## config.mk

```make
export PLATFORM = sky130hd
export DESIGN_NAME = udp_ipv4_header_extractor_core
export DESIGN_NICKNAME = d
export VERILOG_FILES = /design/src/rtl/uihe_pkg.sv /design/src/rtl/udp_ipv4_header_extractor_core.sv
export SDC_FILE = /design/constraint.sdc
export NUM_CORES = 1
export LEC_CHECK = 0
export BUFFER_PORTS_ARGS = -buffer_cell sky130_fd_sc_hd__buf_2
export CORE_ASPECT_RATIO = 1.75
export CORE_MARGIN = 4
export CORE_UTILIZATION = 25
export CTS_CLUSTER_DIAMETER = 60
export CTS_CLUSTER_SIZE = 25
export DETAILED_ROUTE_END_ITERATION = 6
export GPL_TIMING_DRIVEN = 0
export PLACE_DENSITY = 0.38
export SLEW_MARGIN = 20
export SYNTH_ARGS = -nofsm -noshare
export SYNTH_HDL_FRONTEND = slang
export SYNTH_SLANG_ARGS = --single-unit
export TNS_END_PERCENT = 1
```

## constraint.sdc

```tcl
create_clock -name clk -period 10.7 [get_ports clk]
set_clock_uncertainty 0.05 [all_clocks]
set_input_delay 0.535 -clock clk [delete_from_list [all_inputs] [get_ports clk]]
set_output_delay 0.535 -clock clk [all_outputs]
set_load 0.01 [all_outputs]
```

## src/rtl/uihe_pkg.sv

```systemverilog
`default_nettype none

package uihe_pkg;

  // Frame byte counter saturates here.
  localparam int unsigned MAX_FRAME_BYTES = 65535;
  localparam int unsigned POS_W           = 16;
  localparam int unsigned MAX_VLAN_TAGS   = 2;

  // Link header kinds selected by the configuration register.
  typedef enum logic [1:0] {
    LINK_RAW     = 2'd0,
    LINK_COOKED1 = 2'd1,
    LINK_COOKED2 = 2'd2,
    LINK_ETH     = 2'd3
  } link_t;

  localparam logic [15:0] ETYPE_IPV4  = 16'h0800;
  localparam logic [15:0] ETYPE_VLAN  = 16'h8100;
  localparam logic [15:0] ETYPE_QINQ  = 16'h88A8;
  localparam logic [15:0] FRAG_MASK   = 16'h3FFF;
  localparam logic [7:0]  PROTO_UDP   = 8'd17;
  localparam logic [3:0]  IP_VERSION4 = 4'd4;

  // IP header start and position of the low byte of the link type field.
  localparam logic [4:0] START_COOKED1 = 5'd16;
  localparam logic [4:0] START_COOKED2 = 5'd20;
  localparam logic [4:0] START_ETH     = 5'd14;
  localparam logic [4:0] KIND_COOKED1  = 5'd15;
  localparam logic [4:0] KIND_COOKED2  = 5'd1;
  localparam logic [4:0] KIND_ETH      = 5'd13;
  localparam logic [4:0] VLAN_TAG_BYTES = 5'd4;

  localparam logic [5:0]  IP_MIN_HDR    = 6'd20;
  localparam logic [4:0]  UDP_HDR_BYTES = 5'd8;
  localparam logic [4:0]  MIN_IP_UDP    = 5'd28;

  // Smallest payload offset an accepted frame can report.
  localparam logic [15:0] MIN_PAYLOAD_OFFSET = 16'd28;

  // Frame state captured on the last byte, checked in the next stage.
  typedef struct packed {
    logic        hdr_ok;
    logic        link_pending;
    logic [4:0]  ip_start;
    logic [5:0]  ihl_bytes;
    logic [15:0] total_len;
    logic [15:0] udp_len;
    logic [15:0] caplen;
    logic [63:0] addrs;
    logic [31:0] ports;
  } frame_sum_t;

endpackage

`default_nettype wire

```

## src/rtl/udp_ipv4_header_extractor_core.sv

```systemverilog
// Channel   | Handshake           | Payload
// ----------+---------------------+--------------------------------------------
// input     | in_valid / in_ready | in_frame_byte, in_last_byte
// result    | out_valid/out_ready | out_udp_valid, addresses, ports, payload
// config    | cfg_wr_en           | cfg_wr_data (link type)
//
// One frame byte is taken per cycle while no stalled result holds back a last byte;
// the byte pipeline never stalls itself. A result follows the transfer of the last byte:
// the byte sits in the input register, the header update loads the summary register,
// then the length checks load the output register.
// Reset (rst_n, synchronous) clears all control and frame state, link type = 3.
// Stalls on out_ready back up only through stages that hold a last byte.
`default_nettype none

module udp_ipv4_header_extractor_core import uihe_pkg::*; (
  input  wire logic        clk,
  input  wire logic        rst_n,
  input  wire logic        cfg_wr_en,
  input  wire logic [1:0]  cfg_wr_data,
  input  wire logic        in_valid,
  output logic             in_ready,
  input  wire logic [7:0]  in_frame_byte,
  input  wire logic        in_last_byte,
  output logic             out_valid,
  input  wire logic        out_ready,
  output logic             out_udp_valid,
  output logic [31:0]      out_source_address,
  output logic [31:0]      out_destination_address,
  output logic [15:0]      out_source_port,
  output logic [15:0]      out_destination_port,
  output logic [15:0]      out_payload_offset,
  output logic [15:0]      out_payload_length
);

  // Configuration register.
  logic [1:0] link_type_r;

  always_ff @(posedge clk) begin
    if (!rst_n) begin
      link_type_r <= LINK_ETH;
    end else if (cfg_wr_en) begin
      link_type_r <= cfg_wr_data;
    end
  end

  // Pipeline flow control.
  logic in_valid_r, fin_valid_r, out_valid_r;
  logic out_free, fin_free, proc;
  logic [7:0] in_byte_r;
  logic       in_last_r;

  always_comb begin
    out_free = !out_valid_r || out_ready;
    fin_free = !fin_valid_r || out_free;
    proc     = in_valid_r && (!in_last_r || fin_free);
    in_ready = !in_valid_r || proc;
  end

  // Input register.
  always_ff @(posedge clk) begin
    if (!rst_n) begin
      in_valid_r <= 1'b0;
    end else if (in_ready) begin
      in_valid_r <= in_valid;
    end
  end

  always_ff @(posedge clk) begin
    if (in_valid && in_ready) begin
      in_byte_r <= in_frame_byte;
      in_last_r <= in_last_byte;
    end
  end

  // Frame state.
  logic [POS_W-1:0] pos_r, pos_nxt;
  logic [4:0]       start_r, start_nxt;
  logic [1:0]       tag_r, tag_nxt;
  logic [7:0]       prev_r, prev_nxt;
  logic             hdr_ok_r, hdr_ok_nxt;
  logic [5:0]       ihl_r, ihl_nxt;
  logic [15:0]      total_r, total_nxt;
  logic [63:0]      addr_r, addr_nxt;
  logic [31:0]      ports_r, ports_nxt;
  logic [15:0]      udp_len_r, udp_len_nxt;
  logic [1:0]       flink_r, flink_nxt;
  logic             pend_r, pend_nxt;
  logic [4:0]       kidx_r, kidx_nxt;

  logic [1:0]       flink_e;
  logic             pend_e;
  logic [4:0]       start_e, kidx_e;
  logic [5:0]       ihl_e;
  logic [15:0]      rel, udp_rel, kind;
  logic             first, active, in_ip, vlan_hit;
  frame_sum_t       sum_nxt;

  // Per-byte header walk: link header first, then IPv4 and UDP fields.
  always_comb begin
    first  = (pos_r == '0);
    active = (pos_r != POS_W'(MAX_FRAME_BYTES));

    flink_e = first ? link_type_r : flink_r;
    pend_e  = first ? (link_type_r != LINK_RAW) : pend_r;
    start_e = start_r;
    kidx_e  = kidx_r;
    if (first) begin
      case (link_type_r)
        LINK_RAW: begin
          start_e = '0;
          kidx_e  = '0;
        end
        LINK_COOKED1: begin
          start_e = START_COOKED1;
          kidx_e  = KIND_COOKED1;
        end
        LINK_COOKED2: begin
          start_e = START_COOKED2;
          kidx_e  = KIND_COOKED2;
        end
        default: begin
          start_e = START_ETH;
          kidx_e  = KIND_ETH;
        end
      endcase
    end

    pos_nxt     = pos_r;
    start_nxt   = start_r;
    tag_nxt     = tag_r;
    prev_nxt    = prev_r;
    hdr_ok_nxt  = hdr_ok_r;
    ihl_nxt     = ihl_r;
    total_nxt   = total_r;
    addr_nxt    = addr_r;
    ports_nxt   = ports_r;
    udp_len_nxt = udp_len_r;
    flink_nxt   = flink_r;
    pend_nxt    = pend_r;
    kidx_nxt    = kidx_r;

    rel      = pos_r - {11'd0, start_e};
    in_ip    = !pend_e && (pos_r >= {11'd0, start_e});
    kind     = {prev_r, in_byte_r};
    vlan_hit = (flink_e == LINK_ETH) && ((kind == ETYPE_VLAN) || (kind == ETYPE_QINQ))
               && (tag_r < 2'(MAX_VLAN_TAGS));
    ihl_e    = (in_ip && rel == 16'd0) ? {in_byte_r[3:0], 2'b00} : ihl_r;
    udp_rel  = rel - {10'd0, ihl_e};

    if (active) begin
      flink_nxt = flink_e;
      pend_nxt  = pend_e;
      start_nxt = start_e;
      kidx_nxt  = kidx_e;
      ihl_nxt   = ihl_e;

      // IPv4 header fields.
      if (in_ip) begin
        case (rel)
          16'd0: begin
            if (in_byte_r[7:4] != IP_VERSION4 || ihl_e < IP_MIN_HDR) begin
              hdr_ok_nxt = 1'b0;
            end
          end
          16'd3: total_nxt = kind;
          16'd7: begin
            if ((kind & FRAG_MASK) != 16'd0) begin
              hdr_ok_nxt = 1'b0;
            end
          end
          16'd9: begin
            if (in_byte_r != PROTO_UDP) begin
              hdr_ok_nxt = 1'b0;
            end
          end
          default: begin
            if (rel >= 16'd12 && rel <= 16'd19) begin
              addr_nxt = {addr_r[55:0], in_byte_r};
            end
          end
        endcase
        // UDP header fields after the IP options.
        if (ihl_e >= IP_MIN_HDR && rel >= {10'd0, ihl_e}) begin
          if (udp_rel < 16'd4) begin
            ports_nxt = {ports_r[23:0], in_byte_r};
          end else if (udp_rel == 16'd5) begin
            udp_len_nxt = kind;
          end
        end
      end

      // Link type field, with VLAN tags skipped.
      if (pend_e && pos_r == {11'd0, kidx_e}) begin
        if (vlan_hit) begin
          tag_nxt   = tag_r + 2'd1;
          start_nxt = start_e + VLAN_TAG_BYTES;
          kidx_nxt  = start_e + VLAN_TAG_BYTES - 5'd1;
        end else begin
          pend_nxt = 1'b0;
          if (kind != ETYPE_IPV4) begin
            hdr_ok_nxt = 1'b0;
          end
        end
      end

      prev_nxt = in_byte_r;
      pos_nxt  = pos_r + 1'b1;
    end

    sum_nxt.hdr_ok       = hdr_ok_nxt;
    sum_nxt.link_pending = pend_nxt;
    sum_nxt.ip_start     = start_nxt;
    sum_nxt.ihl_bytes    = ihl_nxt;
    sum_nxt.total_len    = total_nxt;
    sum_nxt.udp_len      = udp_len_nxt;
    sum_nxt.caplen       = pos_nxt;
    sum_nxt.addrs        = addr_nxt;
    sum_nxt.ports        = ports_nxt;
  end

  // Frame state registers; the last byte returns them to the cleared state.
  always_ff @(posedge clk) begin
    if (!rst_n || (proc && in_last_r)) begin
      pos_r     <= '0;
      start_r   <= '0;
      tag_r     <= '0;
      prev_r    <= '0;
      hdr_ok_r  <= 1'b1;
      ihl_r     <= '0;
      total_r   <= '0;
      addr_r    <= '0;
      ports_r   <= '0;
      udp_len_r <= '0;
      flink_r   <= LINK_RAW;
      pend_r    <= 1'b0;
      kidx_r    <= '0;
    end else if (proc) begin
      pos_r     <= pos_nxt;
      start_r   <= start_nxt;
      tag_r     <= tag_nxt;
      prev_r    <= prev_nxt;
      hdr_ok_r  <= hdr_ok_nxt;
      ihl_r     <= ihl_nxt;
      total_r   <= total_nxt;
      addr_r    <= addr_nxt;
      ports_r   <= ports_nxt;
      udp_len_r <= udp_len_nxt;
      flink_r   <= flink_nxt;
      pend_r    <= pend_nxt;
      kidx_r    <= kidx_nxt;
    end
  end

  // Summary register holding the finished frame state.
  frame_sum_t fin_r;

  always_ff @(posedge clk) begin
    if (!rst_n) begin
      fin_valid_r <= 1'b0;
    end else if (fin_free) begin
      fin_valid_r <= proc && in_last_r;
    end
  end

  always_ff @(posedge clk) begin
    if (fin_free && proc && in_last_r) begin
      fin_r <= sum_nxt;
    end
  end

  // Length checks against the captured count.
  logic [17:0] cap18, start18, ihl18, tot18, udp18, hdr_end18;
  logic        reject;

  always_comb begin
    cap18     = {2'd0, fin_r.caplen};
    start18   = {13'd0, fin_r.ip_start};
    ihl18     = {12'd0, fin_r.ihl_bytes};
    tot18     = {2'd0, fin_r.total_len};
    udp18     = {2'd0, fin_r.udp_len};
    hdr_end18 = start18 + ihl18;
    reject = !fin_r.hdr_ok || fin_r.link_pending
          || (cap18 < 18'(MIN_IP_UDP)) || (cap18 < start18 + 18'(MIN_IP_UDP))
          || (fin_r.ihl_bytes < IP_MIN_HDR)
          || (cap18 < hdr_end18 + 18'(UDP_HDR_BYTES))
          || (tot18 < ihl18 + 18'(UDP_HDR_BYTES)) || (cap18 < start18 + tot18)
          || (udp18 < 18'(UDP_HDR_BYTES)) || (udp18 > tot18 - ihl18)
          || (cap18 < hdr_end18 + udp18);
  end

  // Output register.
  always_ff @(posedge clk) begin
    if (!rst_n) begin
      out_valid_r <= 1'b0;
    end else if (out_free) begin
      out_valid_r <= fin_valid_r;
    end
  end

  always_ff @(posedge clk) begin
    if (out_free && fin_valid_r) begin
      if (reject) begin
        out_udp_valid           <= 1'b0;
        out_source_address      <= '0;
        out_destination_address <= '0;
        out_source_port         <= '0;
        out_destination_port    <= '0;
        out_payload_offset      <= '0;
        out_payload_length      <= '0;
      end else begin
        out_udp_valid           <= 1'b1;
        out_source_address      <= fin_r.addrs[63:32];
        out_destination_address <= fin_r.addrs[31:0];
        out_source_port         <= fin_r.ports[31:16];
        out_destination_port    <= fin_r.ports[15:0];
        out_payload_offset      <= 16'(hdr_end18 + 18'(UDP_HDR_BYTES));
        out_payload_length      <= fin_r.udp_len - 16'(UDP_HDR_BYTES);
      end
    end
  end

  assign out_valid = out_valid_r;

endmodule

`default_nettype wire

```

# Word-level counts from Yosys, hierarchy flattened

Index checks and enable logic that the tools add are counted.

Add/sub/neg operators: 14
Order comparisons: 17
Equal/unequal tests: 14
Multiplexer cells: 43
Reduce and logical (&&, ||, !) cells: 45

Operators by type and width:

| operator              | count |
|---|---|
| $mux 64               | 4 |
| $mux 16               | 9 |
| $mux 32               | 4 |
| $mux 5                | 7 |
| $lt 16x17->1          | 2 |
| $eq 16x16->1 const B  | 2 |
| $eq 16x3->1 const B   | 2 |
| $logic_not 16->1      | 2 |
| $gt 16x18->1          | 1 |
| $lt 16x18->1          | 1 |
| $add 5x16->17         | 1 |
| $add 7x16->17         | 1 |
| $logic_or 1x1->1      | 17 |
| $sub 16x6->17         | 1 |
| $add 16x1->16 const B | 1 |
| $eq 16x2->1 const B   | 1 |
| $eq 16x4->1 const B   | 1 |
| $eq 16x5->1           | 1 |
| $ge 16x4->1 const B   | 1 |
| $ge 16x5->1           | 1 |
| $ge 16x6->1           | 1 |
| $le 16x5->1 const B   | 1 |
| $lt 16x3->1 const B   | 1 |
| $lt 16x4->1 const B   | 1 |
| other kinds (36)      | 69 |

Register bits: 474
Input bits: 16
Output and inout bits: 131
Word-level logic and storage cells: 168

# Longest topological paths before layout

Gate-level depths: netlist of run 1.

Depth in word-level cells: 16
Mapped depth: 34
Mapped depth without buffers: 28

# Worst setup path after synthesis of run 1

Ideal clock, no wire load.

Kind: register -> register
Start: register pos_r[1]
End: register fin_r[112] (netlist bit) (data pin)
Library setup time: 260 ps
Data arrival time: 7823 ps
Data required time: 10390 ps
Slack: 2567 ps
Cell stages (with the launch flop): 31
Path buffers: 6
Period minus slack after synthesis: 8133 ps
Cells stage by stage: dfxtp_1 clkbuf_1 inv_1 ha_1 or4b_4 nor4_2 clkbuf_1 mux2i_1 ha_1 clkbuf_1 nand3_1 mux2i_1 o211ai_2 a2111oi_0 a21bo_2 nand3_1 or4_1 clkbuf_1 and2_1 ha_1 fa_1 maj3_1 a21oi_1 nor2b_1 a21oi_1 o311ai_0 nand4_1 or4_1 buf_2 buf_6 mux2_4

Cells in the longest elaborated chain, start to end: 13
Elaborated cells on any way between the ends: 22
Classes of those cells: add/sub: 2; order compare: 4; eq/ne: 2; mux: 8; reduce/logical: 6

Ends and longest elaborated chain:

| item                                                                   | line                                  | RTL |
|---|---|---|
| start, declared                                                        | udp_ipv4_header_extractor_core.sv:76  | `logic [POS_W-1:0] pos_r, pos_nxt;` |
| start signal, assigned                                                 | udp_ipv4_header_extractor_core.sv:238 | `pos_r <= pos_nxt;` |
| parallel branches: the longest is 12 deep, another holds $sub 16x5->16 | n/a                                   |  |
| $mux 16 *                                                              | udp_ipv4_header_extractor_core.sv:150 | `if (active) begin` |
| net udp_len_nxt[0]                                                     | udp_ipv4_header_extractor_core.sv:85  | `logic [15:0] udp_len_r, udp_len_nxt;` |
| end signal, assigned                                                   | udp_ipv4_header_extractor_core.sv:267 | `fin_r <= sum_nxt;` |
| end, declared                                                          | udp_ipv4_header_extractor_core.sv:255 | `frame_sum_t fin_r;` |

Mark *: on every way through the listed nets, which the timed path passes.
A chain may end at the register's enable or synchronous reset.

# Final worst setup path of run 1

Start: register pos_r[1]
End: register fin_r[127] (netlist bit) (data pin)

The elaborated chain is that of the path after synthesis.

==> results.json, run 1 <==
{
  "portBuffers": 138,
  "tightest_slew_ns": 1.25,
  "clk_pin_slew_ns": 0.10,
  "setup-tns-final_ns": 0,
  "power.density_nw_per_um2": 142,
  "cts-root-buf": "clkbuf_16",
  "seq_power_share": 0.517,
  "min_from": "in_frame_byte[5]",
  "finalCritPeriodShare": 0.946,
  "clk_path_buf_depth": 3,
  "ys_ff_latch": 466,
  "violations": "design-rule violations",
  "hpwl_um": 61900,
  "area_growth_syn_to_layout_pct": 15.5,
  "reg2reg_depth": 30,
  "synth_cells": 2165,
  "ys_types": 78,
  "dieArea_sq_um": 98800,
  "hold-path-cell-count": 1,
  "ys_seq_area_frac": 0.521,
  "drive_above_1_share": 0.161,
  "postRouteAntennaNets": 0,
  "crit_top_cell": "clkbuf_1",
  "end_kind": "flop",
  "cts_tree": "done",
  "required_ns": 10.98,
  "track_usage": 0.156,
  "start_kind": "flop",
  "synth-edff-count": 287,
  "ctsHtreeMaxLevel": 2,
  "critical_path_class": "flop to flop",
  "combinationalPowerShare": 0.108,
  "yosysWarnings": 0,
  "critPathMaxFanout": 10,
  "p_sw_frac": 0.282,
  "grt_pass1_vias": 17400,
  "fill_cells": 9649,
  "p_total_mw": 3.83,
  "grt-ovfl-total": 0,
  "grt_pass1_wl_um": 115000,
  "insertion_delay_ns": 0.58,
  "ys_async_sr_fraction": 0,
  "slew_headroom": 0.169,
  "hp-class": "input port to flop",
  "timing.rr.end": "fin_r[127]$_DFFE_PP_",
  "multi_input_area_sq_um": 10400,
  "fmax_ghz": 0.0988,
  "outcome": "finished, violations left",
  "p_clk_frac": 0.375,
  "firstDrtPassIters": 7,
  "vdd.ir_drop.worst_mv": 0.0949,
  "synth_ff_type": "edfxtp_1",
  "setup_violations": 0,
  "start_util": 0.252,
  "grt_max_degree": 59,
  "p_sw_mw": 1.08,
  "slowest_stage": "or4_1",
  "period_minus_slack_ns": 10.12,
  "num_vias": 16600,
  "maxSlewViolCount": 0,
  "fin_nets": 2480,
  "die_w_um": 239,
  "drt_wl_total_um": 77800,
  "leakage_nw": 9.84,
  "antennaDiodeCount": 0,
  "maxCapViolCount": 0,
  "routedWlPerCell_um": 21.7,
  "min_to": "in_byte_r[5]$_DFFE_PP_",
  "drc_errors": 2,
  "core-area_sq_um": 93000,
  "hold_buffers": 0,
  "die_y_um": 413,
  "numCtsBuffers": 34,
  "io_pins": 147,
  "rows": 148,
  "p_int_mw": 2.75,
  "max_stage_delay_ns": 0.56,
  "routed_via_density": 4.64,
  "rsz0062_at_grt": "false",
  "arrival_ns": 10.40,
  "synth.avg_cell_area_sq_um": 10.8,
  "antenna_found_initial": 0,
  "r2r-start": "pos_r[1]$_SDFFE_PP0P_",
  "gp_congestion": 0.847,
  "register_area_sq_um": 12200,
  "syn_area_sq_um": 23400,
  "dr.first_iter.drc_count": 863,
  "r2r_setup_slack_ns": 0.58,
  "clock_sinks": 466,
  "hold_violations": 0
}
==> synthesized netlist by cell type, types with 10 or more instances <==
library cell,instances,area (sq um)
edfxtp_1,287,8620
nor2_1,204,766
nand2_1,184,691
dfxtp_1,179,3580
clkbuf_1,118,443
nor3_1,113,566
a21oi_1,111,556
ha_1,104,1300
nor3b_1,103,773
mux2_2,90,1010
xnor2_1,65,569
inv_1,64,240
nand3_1,55,275
o21ai_0,53,265
mux2i_1,46,460
mux2_4,42,631
a21o_1,34,255
xor2_1,30,263
nand2b_1,19,119
nor2b_1,19,119
nand4_1,18,113
nor4_1,18,113
and2_1,17,106
a211oi_1,15,113
or3_1,12,75.1
buf_4,11,82.6
o21bai_1,10,75.1
or4_1,10,75.1
==> layout by cell type, fill, tap and decap left out, drive strengths merged, types with 18 or more instances in the layout <==
master,count
a21o,34
a21oi,111
buf,177
clkbuf,158
dfxtp,179
edfxtp,287
ha,104
inv,78
mux2,132
mux2i,46
nand2,184
nand2b,19
nand3,55
nand4,18
nor2,204
nor2b,19
nor3,114
nor3b,103
nor4,21
o21ai,53
xnor2,66
xor2,30
==> cell families (layout without fill, tap and decap cells) <==
logic type	after synthesis	in the layout	share of synthesized area
AOI/OAI and AO/OA	289	289	0.0772
xor gates and xnor gates	96	96	0.0362
adders and majority gates	111	111	0.0607
buffers and inverters	212	420	0.0381
DFF	466	466	0.521
muxes	178	178	0.0899
other	1	8	0.000160
and+or+nand+nor	812	812	0.177
==> power by group through the flow <==
stage               registers [mW]  logic (mW)  clock network (mW)
CTS                           1.98       0.421                1.49
global placement              2.03       0.409                   0
floorplan                     2.01       0.266                   0
global route                  1.98       0.460                1.55
detailed placement            2.02       0.419                   0
finish                        1.98       0.415                1.43
==> critical path: cells and delay by family (launching register included) <==
family,cells,cell delay [ns]
AND/OR/NAND/NOR,9,3.03
AO/OA/AOI/OAI,6,1.76
buffers and inverters,7,1.99
adder cells (fa/ha/maj),5,1.45
flip-flops,1,0.32
multiplexers,3,1.24
==> worst max-delay path by stage <==
stage / to / from / slack (ns) / cells past startpoint
after floorplan: fin_r[112]$_DFFE_PP_ / pos_r[1]$_SDFFE_PP0P_ / 2.57 / 30
after global placement: fin_r[127]$_DFFE_PP_ / pos_r[1]$_SDFFE_PP0P_ / 0.08 / 30
after detailed placement: fin_r[127]$_DFFE_PP_ / pos_r[1]$_SDFFE_PP0P_ / 0.005 / 30
after CTS: udp_len_r[6]$_SDFFE_PP0P_ / pos_r[1]$_SDFFE_PP0P_ / 0.28 / 28
after global routing: fin_r[127]$_DFFE_PP_ / pos_r[1]$_SDFFE_PP0P_ / 0.1 / 30
final: fin_r[127]$_DFFE_PP_ / pos_r[1]$_SDFFE_PP0P_ / 0.58 / 30
==> metrics by stage <==
stage	hold WS, ns	instances	cell area [sq um]	setup slack (ns)	utilization
2_1_floorplan	0.379	2172	23400	2.57	-
3_3_place_gp	0.385	3510	25600	0.0789	0.276
3_5_place_dp	0.388	3518	25800	0.00524	0.278
4_1_cts	0.0631	3580	27000	0.284	0.291
5_1_grt	0.0743	3580	27000	0.0953	0.291
6_report	0.103	3580	27000	0.581	0.291
==> routing by layer <==
metal / GRT usage / up-vias / share of wire
met1: 0.150 / 8035 / 0.35
met3: 0.0158 / 123 / 0.025
met2: 0.323 / 308 / 0.58
met4: 0.0682 / 0 / 0.048
li1: - / 8132 / -
met5: 0 / - / 0
==> cell type report <==
type                       count  area share
sequential                   466       0.451
multi-input combinational   1494       0.384
clock inverter                21      0.0112
inverter                      64     0.00916
timing repair buffer         147      0.0318
buffer                       148      0.0242
tap                         1200      0.0555
clock buffer                  40      0.0331
==> what timing repair did <==
item / CTS / global route
pin swaps: 1 / 0
buffers inserted: 1 / 0
endpoints found under the setup margin: 10 / 22
resized for setup: 0 / 3
==> registers in the layout, summed over array words and instances (netlist names), 2 cells and up <==
register,cells
out_payload_length,16
udp_len_r,16
out_destination_port,16
kidx_r,5
out_source_address,32
out_source_port,16
prev_r,8
start_r,5
addr_r,64
out_payload_offset,8
ports_r,32
ihl_r,6
flink_r,2
total_r,16
in_byte_r,8
fin_r,141
cap18,16
out_destination_address,32
pos_r,16
link_type_r,2
tag_r,2
No activity file was read; power rests on OpenSTA's default activity.
==> run 2: changes to the inputs <==
--- a/config.mk
+++ b/config.mk
@@ -13,7 +13,7 @@
 export CTS_CLUSTER_SIZE = 25
 export DETAILED_ROUTE_END_ITERATION = 6
 export GPL_TIMING_DRIVEN = 0
-export PLACE_DENSITY = 0.38
+export PLACE_DENSITY_LB_ADDON = 0.2
 export SLEW_MARGIN = 20
 export SYNTH_ARGS = -nofsm -noshare
 export SYNTH_HDL_FRONTEND = slang
==> run 2 against run 1 <==
  * The run now ends clean
  * Cell count about the same
  * Highest routed layer unchanged
  * Die area unchanged
  * Non-clock buffer count increased by 3
  * Sequential share of layout area increased by 0.26 points
  * Clock-buffer cell count decreased by 3
  * Via count increased by 0.79%
  * Setup slack improved by 0.061 ns
==> results.json, run 2 (same netlist as run 1, synthesis figures left out) <==
{
  "routedWlPerCell_um": 20.0,
  "hold-path-cell-count": 1,
  "routed_via_density": 4.68,
  "outcome": "completed",
  "grt_pass1_vias": 17200,
  "whs_ns": 0.0495,
  "required_ns": 11.01,
  "die_y_um": 413,
  "critPathMaxFanout": 10,
  "gp_congestion": 0.884,
  "firstDrtPassIters": 5,
  "maxCapViolCount": 0,
  "cts_tree": "done",
  "slew_headroom": 0.207,
  "area_growth_syn_to_layout_pct": 14.9,
  "core-area_sq_um": 93000,
  "hp-class": "input port to flop",
  "clock_sinks": 466,
  "drt_wl_total_um": 71500,
  "max_stage_delay_ns": 0.59,
  "register_area_sq_um": 12200,
  "tightest_slew_ns": 1.16,
  "slowest_stage": "or4_1",
  "regMostFlops": "fin_r",
  "ctsHtreeMaxLevel": 1,
  "insertion_delay_ns": 0.63,
  "power.density_nw_per_um2": 137,
  "clk_path_buf_depth": 3,
  "final_common_cell": "edfxtp_1",
  "drive_above_1_share": 0.157,
  "track_usage": 0.141,
  "dieArea_sq_um": 98800,
  "worst-path-buf-inv": 7,
  "path_delay_family": "simple AND/OR/NAND/NOR gates",
  "arrival_ns": 10.37,
  "drc_errors": 0,
  "fin_nets": 2478,
  "final_cell_mix": "edfxtp_1, nor2_1, nand2_1",
  "timing.rr.end": "fin_r[112]$_DFFE_PP_",
  "numCtsBuffers": 29,
  "dr.first_iter.drc_count": 1122,
  "fill_cells": 9710,
  "maxSlewViolCount": 0,
  "io_pins": 147,
  "postRouteAntennaNets": 0,
  "setup-tns-final_ns": 0,
  "portBuffers": 138,
  "multi_input_area_sq_um": 10400,
  "die_w_um": 239,
  "finalCritPeriodShare": 0.940,
  "fmax_ghz": 0.0994,
  "start_util": 0.252,
  "min_from": "in_frame_byte[2]",
  "r2r_setup_slack_ns": 0.64,
  "setup_violations": 0,
  "grt-ovfl-total": 0,
  "clk_pin_slew_ns": 0.09,
  "min_to": "in_byte_r[2]$_DFFE_PP_",
  "end_kind": "flop",
  "reg2reg_depth": 30,
  "hpwl_um": 55500,
  "r2r-start": "pos_r[1]$_SDFFE_PP0P_",
  "cts-root-buf": "clkbuf_16",
  "grt_pass1_wl_um": 107000,
  "hold_violations": 0,
  "crit_top_cell": "clkbuf_1",
  "critical_path_class": "flop to flop",
  "period_minus_slack_ns": 10.06,
  "largest_reg_flops": 141,
  "num_vias": 16700,
  "grt_max_degree": 110,
  "rows": 148,
  "antenna_found_initial": 1,
  "leakage_nw": 9.77,
  "start_kind": "flop",
  "reg.largest.list": "fin_r (141), addr_r (64)",
  "vdd.ir_drop.worst_mv": 0.127
}
==> run 2: how the worst max path moves through the flow <==
stage | from | end | slack, ns | cells past startpoint
after floorplan | pos_r[1]$_SDFFE_PP0P_ | fin_r[112]$_DFFE_PP_ | 2.57 | 30
after global placement | pos_r[1]$_SDFFE_PP0P_ | fin_r[112]$_DFFE_PP_ | 0.23 | 30
after detailed placement | pos_r[1]$_SDFFE_PP0P_ | fin_r[112]$_DFFE_PP_ | 0.19 | 30
after CTS | pos_r[1]$_SDFFE_PP0P_ | fin_r[112]$_DFFE_PP_ | 0.13 | 30
after global routing | pos_r[1]$_SDFFE_PP0P_ | fin_r[112]$_DFFE_PP_ | -0.009 | 30
final | pos_r[1]$_SDFFE_PP0P_ | fin_r[112]$_DFFE_PP_ | 0.64 | 30
==> run 2: stage by stage <==
| step | util | instance area, sq um | setup slack, ns | power (mW) | instances |
|---|---|---|---|---|---|
| global placement | 0.276 | 25600 | 0.235 | 2.42 | 3510 |
| CTS | 0.289 | 26900 | 0.125 | 3.73 | 3575 |
| floorplan | - | 23400 | 2.57 | 2.28 | 2172 |
| finish | 0.289 | 26900 | 0.642 | 3.68 | 3577 |
| detailed placement | 0.277 | 25800 | 0.187 | 2.42 | 3516 |
| global route | 0.289 | 26900 | -0.00862 | 3.84 | 3576 |
==> run 2: metal layers <==
layer	GRT usage	vias to the layer above	wire length, um
met5	0	-	0
met4	0.0737	0	4210
met3	0.0131	143	2300
met2	0.275	408	39100
met1	0.148	8030	26000
li1	-	8148	-
==> run 2: what timing repair did <==
action,in CTS,in global routing
endpoints found under the setup margin,0,58
hold buffers,5,0
gates resized for setup,0,2
buffers inserted,0,1
hold endpoints to repair,5,0
==> run 2: final cells by class <==
cell class                 count  area share
timing repair buffer         150      0.0320
sequential                   466       0.454
clock inverter                17     0.00944
inverter                      64     0.00921
tap                         1200      0.0558
buffer                       148      0.0243
antenna                        1   0.0000930
multi-input combinational   1494       0.386
clock buffer                  37      0.0297
==> run 2: power breakdown <==
group | internal [mW] | switching, mW
registers | 1.94 | 0.0357
logic | 0.143 | 0.260
clock network | 0.598 | 0.696
